[config.mk]
export PLATFORM = sky130hd
export DESIGN_NAME = offset_dac_table_loader_core
export DESIGN_NICKNAME = d
export VERILOG_FILES = /design/src/rtl/odtl_pkg.sv /design/src/rtl/offset_dac_table_loader_core.sv /design/src/rtl/odtl_ctrl.sv /design/src/rtl/odtl_datapath.sv
export SDC_FILE = /design/constraint.sdc
export NUM_CORES = 1
export LEC_CHECK = 0
export ABC_AREA = 1
export CAP_MARGIN = 15
export CORE_MARGIN = 2
export CORE_UTILIZATION = 30
export CTS_BUF_LIST = sky130_fd_sc_hd__clkbuf_4 sky130_fd_sc_hd__clkbuf_8
export DETAILED_ROUTE_END_ITERATION = 7
export DONT_BUFFER_PORTS = 1
export HOLD_SLACK_MARGIN = 0.03
export SKIP_CTS_REPAIR_TIMING = 1
export SLEW_MARGIN = 25
export SYNTH_ARGS = -nofsm -noshare
export SYNTH_HDL_FRONTEND = slang
export SYNTH_SLANG_ARGS = --single-unit
[constraint.sdc]
create_clock -name clk_i -period 9.5 [get_ports clk_i]
set_clock_uncertainty 0.15 [all_clocks]
set_input_delay 1.425 -clock clk_i [delete_from_list [all_inputs] [get_ports clk_i]]
set_output_delay 1.425 -clock clk_i [all_outputs]
set_load 0.005 [all_outputs]
[src/rtl/odtl_pkg.sv]
// Shared types, constants and the DAC channel map of the offset DAC table loader.
package odtl_pkg;

  localparam int unsigned ChannelsDefault = 16;
  localparam int unsigned NumDacs         = 8;
  localparam int unsigned DacW            = 3;
  localparam int unsigned ChanW           = 5;
  localparam int unsigned OffsetW         = 10;
  localparam int unsigned WordW           = 32;

  localparam logic [OffsetW-1:0] OffsetMax  = 10'd1023;
  localparam logic [WordW-1:0]   ChipSelect = 32'h8000_0000;

  typedef enum logic [1:0] {
    CMD_SET    = 2'd0,
    CMD_READ   = 2'd1,
    CMD_COMMIT = 2'd2
  } cmd_e;

  typedef enum logic [1:0] {
    RES_SINGLE = 2'd0,
    RES_WORD   = 2'd1,
    RES_CSEL   = 2'd2
  } res_kind_e;

  typedef struct packed {
    logic             accept;
    logic             use_chan;
    logic             ren;
    logic [DacW-1:0]  dac;
    logic             load;
    res_kind_e        kind;
    logic             last;
  } ctrl_cmd_t;

  typedef struct packed {
    logic slot_free;
  } dp_status_t;

  // First channel of the pair that feeds each DAC, numbered from 1.
  function automatic logic [ChanW-1:0] map_first(input logic [DacW-1:0] dac);
    logic [ChanW-1:0] ch;
    case (dac)
      3'd0:    ch = 5'd3;
      3'd1:    ch = 5'd7;
      3'd2:    ch = 5'd4;
      3'd3:    ch = 5'd8;
      3'd4:    ch = 5'd16;
      3'd5:    ch = 5'd12;
      3'd6:    ch = 5'd15;
      default: ch = 5'd11;
    endcase
    return ch;
  endfunction

  // Second channel of the pair that feeds each DAC, numbered from 1.
  function automatic logic [ChanW-1:0] map_second(input logic [DacW-1:0] dac);
    logic [ChanW-1:0] ch;
    case (dac)
      3'd0:    ch = 5'd1;
      3'd1:    ch = 5'd5;
      3'd2:    ch = 5'd2;
      3'd3:    ch = 5'd6;
      3'd4:    ch = 5'd14;
      3'd5:    ch = 5'd10;
      3'd6:    ch = 5'd13;
      default: ch = 5'd9;
    endcase
    return ch;
  endfunction

endpackage

[src/rtl/offset_dac_table_loader_core.sv]
// Top level of the offset DAC table loader: controller and datapath.
//
//   Channel  Direction  Handshake              Payload
//   in       input      in_valid_i/in_stall_o  cmd, channel, value
//   out      output     out_valid_o/out_stall_i status, read_value, is_bus_write,
//                                              bus_word, last
//
// A set or read item is accepted, then the output register is loaded from the
// registered table read port once it is free. A commit item gives its 16 beats,
// one per cycle while the output is not stalled, paced by the output register;
// the next item is taken after the last.
// Reset clears the controller, the output valid and the table valid bits, so
// every channel reads as zero until it is set. Stalls on the output hold the
// pending beat and pause the controller; input stall is high while an item runs.
module offset_dac_table_loader_core #(
  parameter int unsigned CHANNELS = odtl_pkg::ChannelsDefault
) (
  input  logic                                 clk_i,
  input  logic                                 rst_ni,
  input  logic                                 in_valid_i,
  output logic                                 in_stall_o,
  input  logic [1:0]                           in_cmd_i,
  input  logic [odtl_pkg::ChanW-1:0]           in_channel_i,
  input  logic signed [odtl_pkg::WordW-1:0]    in_value_i,
  output logic                                 out_valid_o,
  input  logic                                 out_stall_i,
  output logic                                 out_status_o,
  output logic [odtl_pkg::OffsetW-1:0]         out_read_value_o,
  output logic                                 out_is_bus_write_o,
  output logic [odtl_pkg::WordW-1:0]           out_bus_word_o,
  output logic                                 out_last_o
);

  odtl_pkg::ctrl_cmd_t  ctrl_cmd;
  odtl_pkg::dp_status_t dp_sts;

  odtl_ctrl u_ctrl (
    .clk_i      (clk_i),
    .rst_ni     (rst_ni),
    .in_valid_i (in_valid_i),
    .in_cmd_i   (in_cmd_i),
    .in_stall_o (in_stall_o),
    .sts_i      (dp_sts),
    .cmd_o      (ctrl_cmd)
  );

  odtl_datapath #(
    .CHANNELS (CHANNELS)
  ) u_datapath (
    .clk_i              (clk_i),
    .rst_ni             (rst_ni),
    .in_cmd_i           (in_cmd_i),
    .in_channel_i       (in_channel_i),
    .in_value_i         (in_value_i),
    .cmd_i              (ctrl_cmd),
    .sts_o              (dp_sts),
    .out_valid_o        (out_valid_o),
    .out_stall_i        (out_stall_i),
    .out_status_o       (out_status_o),
    .out_read_value_o   (out_read_value_o),
    .out_is_bus_write_o (out_is_bus_write_o),
    .out_bus_word_o     (out_bus_word_o),
    .out_last_o         (out_last_o)
  );

endmodule

[src/rtl/odtl_ctrl.sv]
// Controller state machine that sequences set, read and commit items.
module odtl_ctrl (
  input  logic                   clk_i,
  input  logic                   rst_ni,
  input  logic                   in_valid_i,
  input  logic [1:0]             in_cmd_i,
  output logic                   in_stall_o,
  input  odtl_pkg::dp_status_t   sts_i,
  output odtl_pkg::ctrl_cmd_t    cmd_o
);

  typedef enum logic [1:0] {
    ST_IDLE,
    ST_RESULT,
    ST_CWORD,
    ST_CSEL
  } state_e;

  state_e                      state_q, state_d;
  logic [odtl_pkg::DacW-1:0]   dac_q, dac_d;
  logic                        accept;
  logic                        last_dac;

  assign in_stall_o = (state_q != ST_IDLE);
  assign accept     = in_valid_i && (state_q == ST_IDLE);
  assign last_dac   = (dac_q == odtl_pkg::DacW'(odtl_pkg::NumDacs - 1));

  always_comb begin
    state_d       = state_q;
    dac_d         = dac_q;
    cmd_o         = '0;
    cmd_o.accept  = accept;
    cmd_o.kind    = odtl_pkg::RES_SINGLE;
    case (state_q)
      ST_IDLE: begin
        cmd_o.ren      = 1'b1;
        cmd_o.use_chan = (in_cmd_i != odtl_pkg::CMD_COMMIT);
        if (accept) begin
          if (in_cmd_i == odtl_pkg::CMD_SET || in_cmd_i == odtl_pkg::CMD_READ) begin
            state_d = ST_RESULT;
          end else if (in_cmd_i == odtl_pkg::CMD_COMMIT) begin
            state_d = ST_CWORD;
          end
        end
      end
      ST_RESULT: begin
        if (sts_i.slot_free) begin
          cmd_o.load = 1'b1;
          cmd_o.last = 1'b1;
          state_d    = ST_IDLE;
        end
      end
      ST_CWORD: begin
        cmd_o.ren = 1'b1;
        if (sts_i.slot_free) begin
          cmd_o.load = 1'b1;
          cmd_o.kind = odtl_pkg::RES_WORD;
          state_d    = ST_CSEL;
        end
      end
      ST_CSEL: begin
        cmd_o.ren = 1'b1;
        if (sts_i.slot_free) begin
          cmd_o.load = 1'b1;
          cmd_o.kind = odtl_pkg::RES_CSEL;
          cmd_o.last = last_dac;
          dac_d      = dac_q + 1'b1;
          state_d    = last_dac ? ST_IDLE : ST_CWORD;
        end
      end
      default: begin
        state_d = ST_IDLE;
        dac_d   = '0;
      end
    endcase
    cmd_o.dac = dac_d;
  end

  always_ff @(posedge clk_i or negedge rst_ni) begin
    if (!rst_ni) begin
      state_q <= ST_IDLE;
      dac_q   <= '0;
    end else begin
      state_q <= state_d;
      dac_q   <= dac_d;
    end
  end

  a_load_needs_slot: assert property (@(posedge clk_i) disable iff (!rst_ni)
    cmd_o.load |-> sts_i.slot_free)
    else $error("Result loaded while the output register is occupied.");

  a_idle_dac_zero: assert property (@(posedge clk_i) disable iff (!rst_ni)
    (state_q == ST_IDLE) |-> (dac_q == '0))
    else $error("DAC counter not back at zero when idle.");

  a_last_ends_commit: assert property (@(posedge clk_i) disable iff (!rst_ni)
    (cmd_o.load && cmd_o.kind == odtl_pkg::RES_CSEL && cmd_o.last) |=>
      (state_q == ST_IDLE))
    else $error("Commit did not end after the final chip select.");

endmodule

[src/rtl/odtl_datapath.sv]
// Datapath with the offset table memory, word packing and the output register.
module odtl_datapath #(
  parameter int unsigned CHANNELS = odtl_pkg::ChannelsDefault
) (
  input  logic                                 clk_i,
  input  logic                                 rst_ni,
  input  logic [1:0]                           in_cmd_i,
  input  logic [odtl_pkg::ChanW-1:0]           in_channel_i,
  input  logic signed [odtl_pkg::WordW-1:0]    in_value_i,
  input  odtl_pkg::ctrl_cmd_t                  cmd_i,
  output odtl_pkg::dp_status_t                 sts_o,
  output logic                                 out_valid_o,
  input  logic                                 out_stall_i,
  output logic                                 out_status_o,
  output logic [odtl_pkg::OffsetW-1:0]         out_read_value_o,
  output logic                                 out_is_bus_write_o,
  output logic [odtl_pkg::WordW-1:0]           out_bus_word_o,
  output logic                                 out_last_o
);

  localparam int unsigned IdxW = $clog2(CHANNELS);

  logic [odtl_pkg::OffsetW-1:0] mem [CHANNELS];
  logic [CHANNELS-1:0]          valid_q;

  logic [IdxW-1:0]              addr_a, addr_b, in_idx;
  logic                         ch_ok;
  logic [odtl_pkg::OffsetW-1:0] clamped;
  logic                         wen;

  logic [odtl_pkg::OffsetW-1:0] rd_a_q, rd_b_q;
  logic                         vld_a_q, vld_b_q;
  logic [odtl_pkg::OffsetW-1:0] x_val, y_val;

  logic                         is_read_q, ch_ok_q;
  logic [odtl_pkg::DacW:0]      dac_code;
  logic [odtl_pkg::DacW-1:0]    dac_q;

  logic                         out_valid_q;
  logic                         status_q, is_bus_write_q, last_q;
  logic [odtl_pkg::OffsetW-1:0] read_value_q;
  logic [odtl_pkg::WordW-1:0]   bus_word_q;

  assign in_idx = IdxW'(in_channel_i - 5'd1);
  assign ch_ok  = (in_channel_i != '0) &&
                  ({27'd0, in_channel_i} <= 32'(CHANNELS));

  always_comb begin
    if (in_value_i[odtl_pkg::WordW-1]) begin
      clamped = '0;
    end else if (|in_value_i[odtl_pkg::WordW-2:odtl_pkg::OffsetW]) begin
      clamped = odtl_pkg::OffsetMax;
    end else begin
      clamped = in_value_i[odtl_pkg::OffsetW-1:0];
    end
  end

  assign wen    = cmd_i.accept && (in_cmd_i == odtl_pkg::CMD_SET) && ch_ok;
  assign addr_a = cmd_i.use_chan ? in_idx
                                 : IdxW'(odtl_pkg::map_first(cmd_i.dac) - 5'd1);
  assign addr_b = IdxW'(odtl_pkg::map_second(cmd_i.dac) - 5'd1);

  always_ff @(posedge clk_i) begin
    if (wen) begin
      mem[in_idx] <= clamped;
    end
    if (cmd_i.ren) begin
      rd_a_q <= mem[addr_a];
      rd_b_q <= mem[addr_b];
    end
  end

  always_ff @(posedge clk_i or negedge rst_ni) begin
    if (!rst_ni) begin
      valid_q <= '0;
      vld_a_q <= 1'b0;
      vld_b_q <= 1'b0;
    end else begin
      if (wen) begin
        valid_q[in_idx] <= 1'b1;
      end
      if (cmd_i.ren) begin
        vld_a_q <= valid_q[addr_a];
        vld_b_q <= valid_q[addr_b];
      end
    end
  end

  assign x_val = vld_a_q ? rd_a_q : '0;
  assign y_val = vld_b_q ? rd_b_q : '0;

  always_ff @(posedge clk_i) begin
    dac_q <= cmd_i.dac;
    if (cmd_i.accept) begin
      is_read_q <= (in_cmd_i == odtl_pkg::CMD_READ);
      ch_ok_q   <= ch_ok;
    end
  end

  assign dac_code = {1'b0, dac_q} + 1'b1;

  assign sts_o.slot_free = !out_valid_q || !out_stall_i;

  always_ff @(posedge clk_i or negedge rst_ni) begin
    if (!rst_ni) begin
      out_valid_q <= 1'b0;
    end else if (cmd_i.load) begin
      out_valid_q <= 1'b1;
    end else if (!out_stall_i) begin
      out_valid_q <= 1'b0;
    end
  end

  always_ff @(posedge clk_i) begin
    if (cmd_i.load) begin
      last_q <= cmd_i.last;
      case (cmd_i.kind)
        odtl_pkg::RES_WORD: begin
          status_q       <= 1'b0;
          read_value_q   <= '0;
          is_bus_write_q <= 1'b1;
          bus_word_q     <= {2'b00, dac_code, x_val, 2'b00, dac_code, y_val};
        end
        odtl_pkg::RES_CSEL: begin
          status_q       <= 1'b0;
          read_value_q   <= '0;
          is_bus_write_q <= 1'b0;
          bus_word_q     <= odtl_pkg::ChipSelect;
        end
        default: begin
          status_q       <= !ch_ok_q;
          read_value_q   <= (is_read_q && ch_ok_q) ? x_val : '0;
          is_bus_write_q <= 1'b0;
          bus_word_q     <= '0;
        end
      endcase
    end
  end

  assign out_valid_o        = out_valid_q;
  assign out_status_o       = status_q;
  assign out_read_value_o   = read_value_q;
  assign out_is_bus_write_o = is_bus_write_q;
  assign out_bus_word_o     = bus_word_q;
  assign out_last_o         = last_q;

  a_bus_write_not_last: assert property (@(posedge clk_i) disable iff (!rst_ni)
    (out_valid_q && is_bus_write_q) |-> (!last_q && !status_q))
    else $error("A bus write beat is marked last or carries a bad status.");

  a_csel_word: assert property (@(posedge clk_i) disable iff (!rst_ni)
    (out_valid_q && !is_bus_write_q && (bus_word_q != '0)) |->
      (bus_word_q == odtl_pkg::ChipSelect))
    else $error("A non-write beat carries a word other than the chip select.");

  a_single_is_last: assert property (@(posedge clk_i) disable iff (!rst_ni)
    (out_valid_q && !is_bus_write_q && (bus_word_q == '0)) |-> last_q)
    else $error("A set or read beat is not marked last.");

endmodule
==> flow_metrics.tcl <==
set metrics [dict create \
    fillers 3718 \
    period_share 0.4806 \
    finalSetupViolCount 0 \
    critPathRequiredTime_ns 9.75 \
    grt_max_degree 74 \
    end_kind "flop" \
    vias 7385 \
    clkPwrFrac 0.204 \
    die_area_um2 39670 \
    design.core.area_um2 37580 \
    antenna_found_initial 0 \
    drtPass1Iterations 6 \
    p_int_w 0.002471 \
    status "finished, final reports clean" \
    synth-main-ff-cell "edfxtp_1" \
    io_buffer_count 0 \
    critPathArrivalTime_ns 4.81 \
    relSlewSlack 0.2938 \
    wl_um 28620 \
    path_buf_inv 3 \
    rsz0062_at_grt "no" \
    pwr-share-seq 0.346 \
    synth_cells 994 \
    yosysTopAreaCell "edfxtp_1" \
    initial_core_util 0.3041 \
    clock_latency_ns 0.54 \
    detailedPlacementHpwl_um 18780 \
    grt_pass1_vias 7202 \
    min_period_ns 4.566 \
    final_hold_viol_count 0 \
    synthArstFlopShare 0.09717 \
    die-height_um 199.2 \
    fp-row-count 71 \
    cts-buffers-inserted 41 \
    chipWidth_um 199.2 \
    final_cell_mix "220 x edfxtp_1, 120 x nand2_1, 109 x inv_1" \
    max_stage_delay_ns 0.50 \
    p_switching_w 0.001923 \
    fmax_mhz 219.0 \
    cap_viol_max_count 0 \
    path_max_fanout 61 \
    ys_warn_count 0 \
    cp_top_family "simple AND/OR/NAND/NOR gates" \
    register_area_um2 7267 \
    cts_max_level 2 \
    final_util 0.3359 \
    synth_area_leaders "edfxtp_1 58%, dfrtp_1 5.3%, o211ai_1 4.2%, nand2_1 4.0%, nand3_1 3.9%" \
    grt.overflow.total 0 \
    globalplace.congestion 0.8594 \
    grt_pass1_wl_um 43990 \
    leakage_nw 4.600 \
    syn2layout_area_growth_pct 10.47 \
    groute.usage.overall 0.1466 \
    yosysTopAreaCellShare 0.5781 \
    cts_sinks 247 \
    fin_nets 1046 \
    finalMaxSlewViolations 0 \
    tns_ns 0 \
    yosysUniqueCellTypes 42 \
    comb_power_share 0.450 \
    crit_path_start_kind "primary input" \
    layout_commonest_cell "edfxtp_1" \
    drive_above_1_share 0.1395 \
    syn_area_um2 11430 \
    tightest_slew_ns 1.052 \
    hp-class "flop to flop" \
    drc 0 \
    synth_edf_count 220 \
    cts_tree "yes" \
    multi_input_area_um2 3442 \
    drtAntennaViolNets 0 \
    ios 90 \
    switching_share 0.4376 \
    synth-seq-area-share 0.6359 \
    clkSlewWorstSetupHoldPaths_ns 0.06 \
    cp_slowest_cell "nand2_4" \
    dr.first_iter.drc_count 793 \
    diodes 0 \
    clockBufferDepth 3 \
    peakVddDrop_uv 284.6 \
    clock-root-buffer "clkbuf_8" \
    powerDensity_nw_per_um2 348.1 \
    ys_seq_elements 247 \
    wl_per_cell_um 18.71 \
    path_cells "nand2_4, nand2_8, nand2_1, nand2_2, nand2_4, nand2_4, inv_2, ha_1, or2_1, o21ai_1, buf_4, inv_2, nand3_1, nand3_1, nand2_1" \
    path_class "primary input to flop" \
    crit_top_cell "nand2_4" \
    syn_avg_cell_area_um2 11.50 \
    vias_per_cell 4.830 \
]
## per-stage QoR
step           cells  setup WS [ns]  area (µm²)  hold slack, ns  total power [W]
6_report        1529          4.934       12620          0.3071         0.004394
5_1_grt         1529          4.649       12620          0.3352         0.004698
4_1_cts         1528          4.985       12580          0.3142         0.004394
3_5_place_dp    1455          4.421       11800          0.3005         0.003490
3_3_place_gp    1455          4.478       11800          0.2893         0.003468
2_1_floorplan    996          5.702       11430          0.2774         0.003025
## cells in the mapped netlist (7+ instances only)
cell	number
edfxtp_1	220
nand2_1	121
inv_1	109
nand3_1	89
o211ai_1	64
nor2_1	56
o21ai_0	48
o211ai_2	29
or2_1	28
buf_2	27
nor3_1	27
a21oi_1	24
dfrtp_1	24
ha_1	15
buf_6	11
clkbuf_1	11
or2_0	10
nand2_2	9
buf_4	8
a211oi_1	7
a31oi_1	7
nand2_4	7
## final cells by class
class | count | share of cell area
Inverter | 113 | 0.03360
Sequential cell | 247 | 0.5757
Clock inverter | 21 | 0.009416
Multi-Input combinational cell | 578 | 0.2727
Timing Repair Buffer | 7 | 0.005749
Clock buffer | 52 | 0.05223
Tap cell | 511 | 0.05065
## sequential cells by signal, indices dropped and copies added (netlist names), 2 cells and up
register and flops:
u_ctrl.dac_q 3, u_ctrl.state_q 2, u_datapath.dac_q 3, u_datapath.mem 160, u_datapath.out_bus_word_o 25, u_datapath.out_read_value_o 10, u_datapath.rd_a_q 10, u_datapath.rd_b_q 10
u_datapath.valid_q 16
## routing by layer
metal	wire length [µm]	track usage	up-vias	share of wire
met2	13120	0.2328	279	0.46
li1	-	-	3519	-
met1	12790	0.1989	3537	0.45
met3	1927	0.03072	50	0.067
met5	0	0	-	0
met4	785	0.04975	0	0.027
## logic make-up (layout without fill, tap and decap cells)
family,count (synthesis),count (layout),synth area share
other,1,3,0.0003282
and+or+nand+nor,365,365,0.1543
xor gates and xnor gates,4,4,0.003724
DFF,247,247,0.6359
AOI/OAI and AO/OA,191,191,0.1203
buffers and inverters,171,193,0.06898
adders and majority gates,15,15,0.01642
## power by group through the flow
stage	clock, W	sequential (W)	combinational, W
2_1_floorplan	0	0.00152	0.00151
5_1_grt	0.000960	0.00155	0.00219
3_3_place_gp	0	0.00155	0.00192
3_5_place_dp	0	0.00155	0.00194
6_report	0.000894	0.00152	0.00198
4_1_cts	0.000918	0.00153	0.00195
## final timing paths
check | from | endpoint | slack [ns] | cells past startpoint
worst max-delay path | out_stall_i | u_datapath.rd_a_q[0]$_DFFE_PP_ | 4.93 | 15
worst min-delay path | u_datapath.valid_q[10]$_DFFE_PN0P_ | u_datapath.valid_q[10]$_DFFE_PN0P_ | 0.31 | 2
worst max register to register | u_ctrl.dac_q[0]$_DFF_PN0_ | u_datapath.rd_a_q[0]$_DFFE_PP_ | 5.03 | 15
worst min register to register | u_datapath.valid_q[10]$_DFFE_PN0P_ | u_datapath.valid_q[10]$_DFFE_PN0P_ | 0.31 | 2
max in group asynchronous | rst_ni | u_ctrl.dac_q[0]$_DFF_PN0_ | 8.68 | 0
min in group asynchronous | rst_ni | u_datapath.valid_q[6]$_DFFE_PN0P_ | 0.43 | 0
## worst register-to-register path, delay by kind of cell (launching register included)
kind,cells,cell delay [ns]
AND/OR/NAND/NOR,8,1.80
buffers and inverters,3,1.00
adder cells (fa/ha/maj),3,0.90
flip-flops,1,0.43
AO/OA/AOI/OAI,1,0.07
Note: power is estimated with default switching activity, not from simulation.
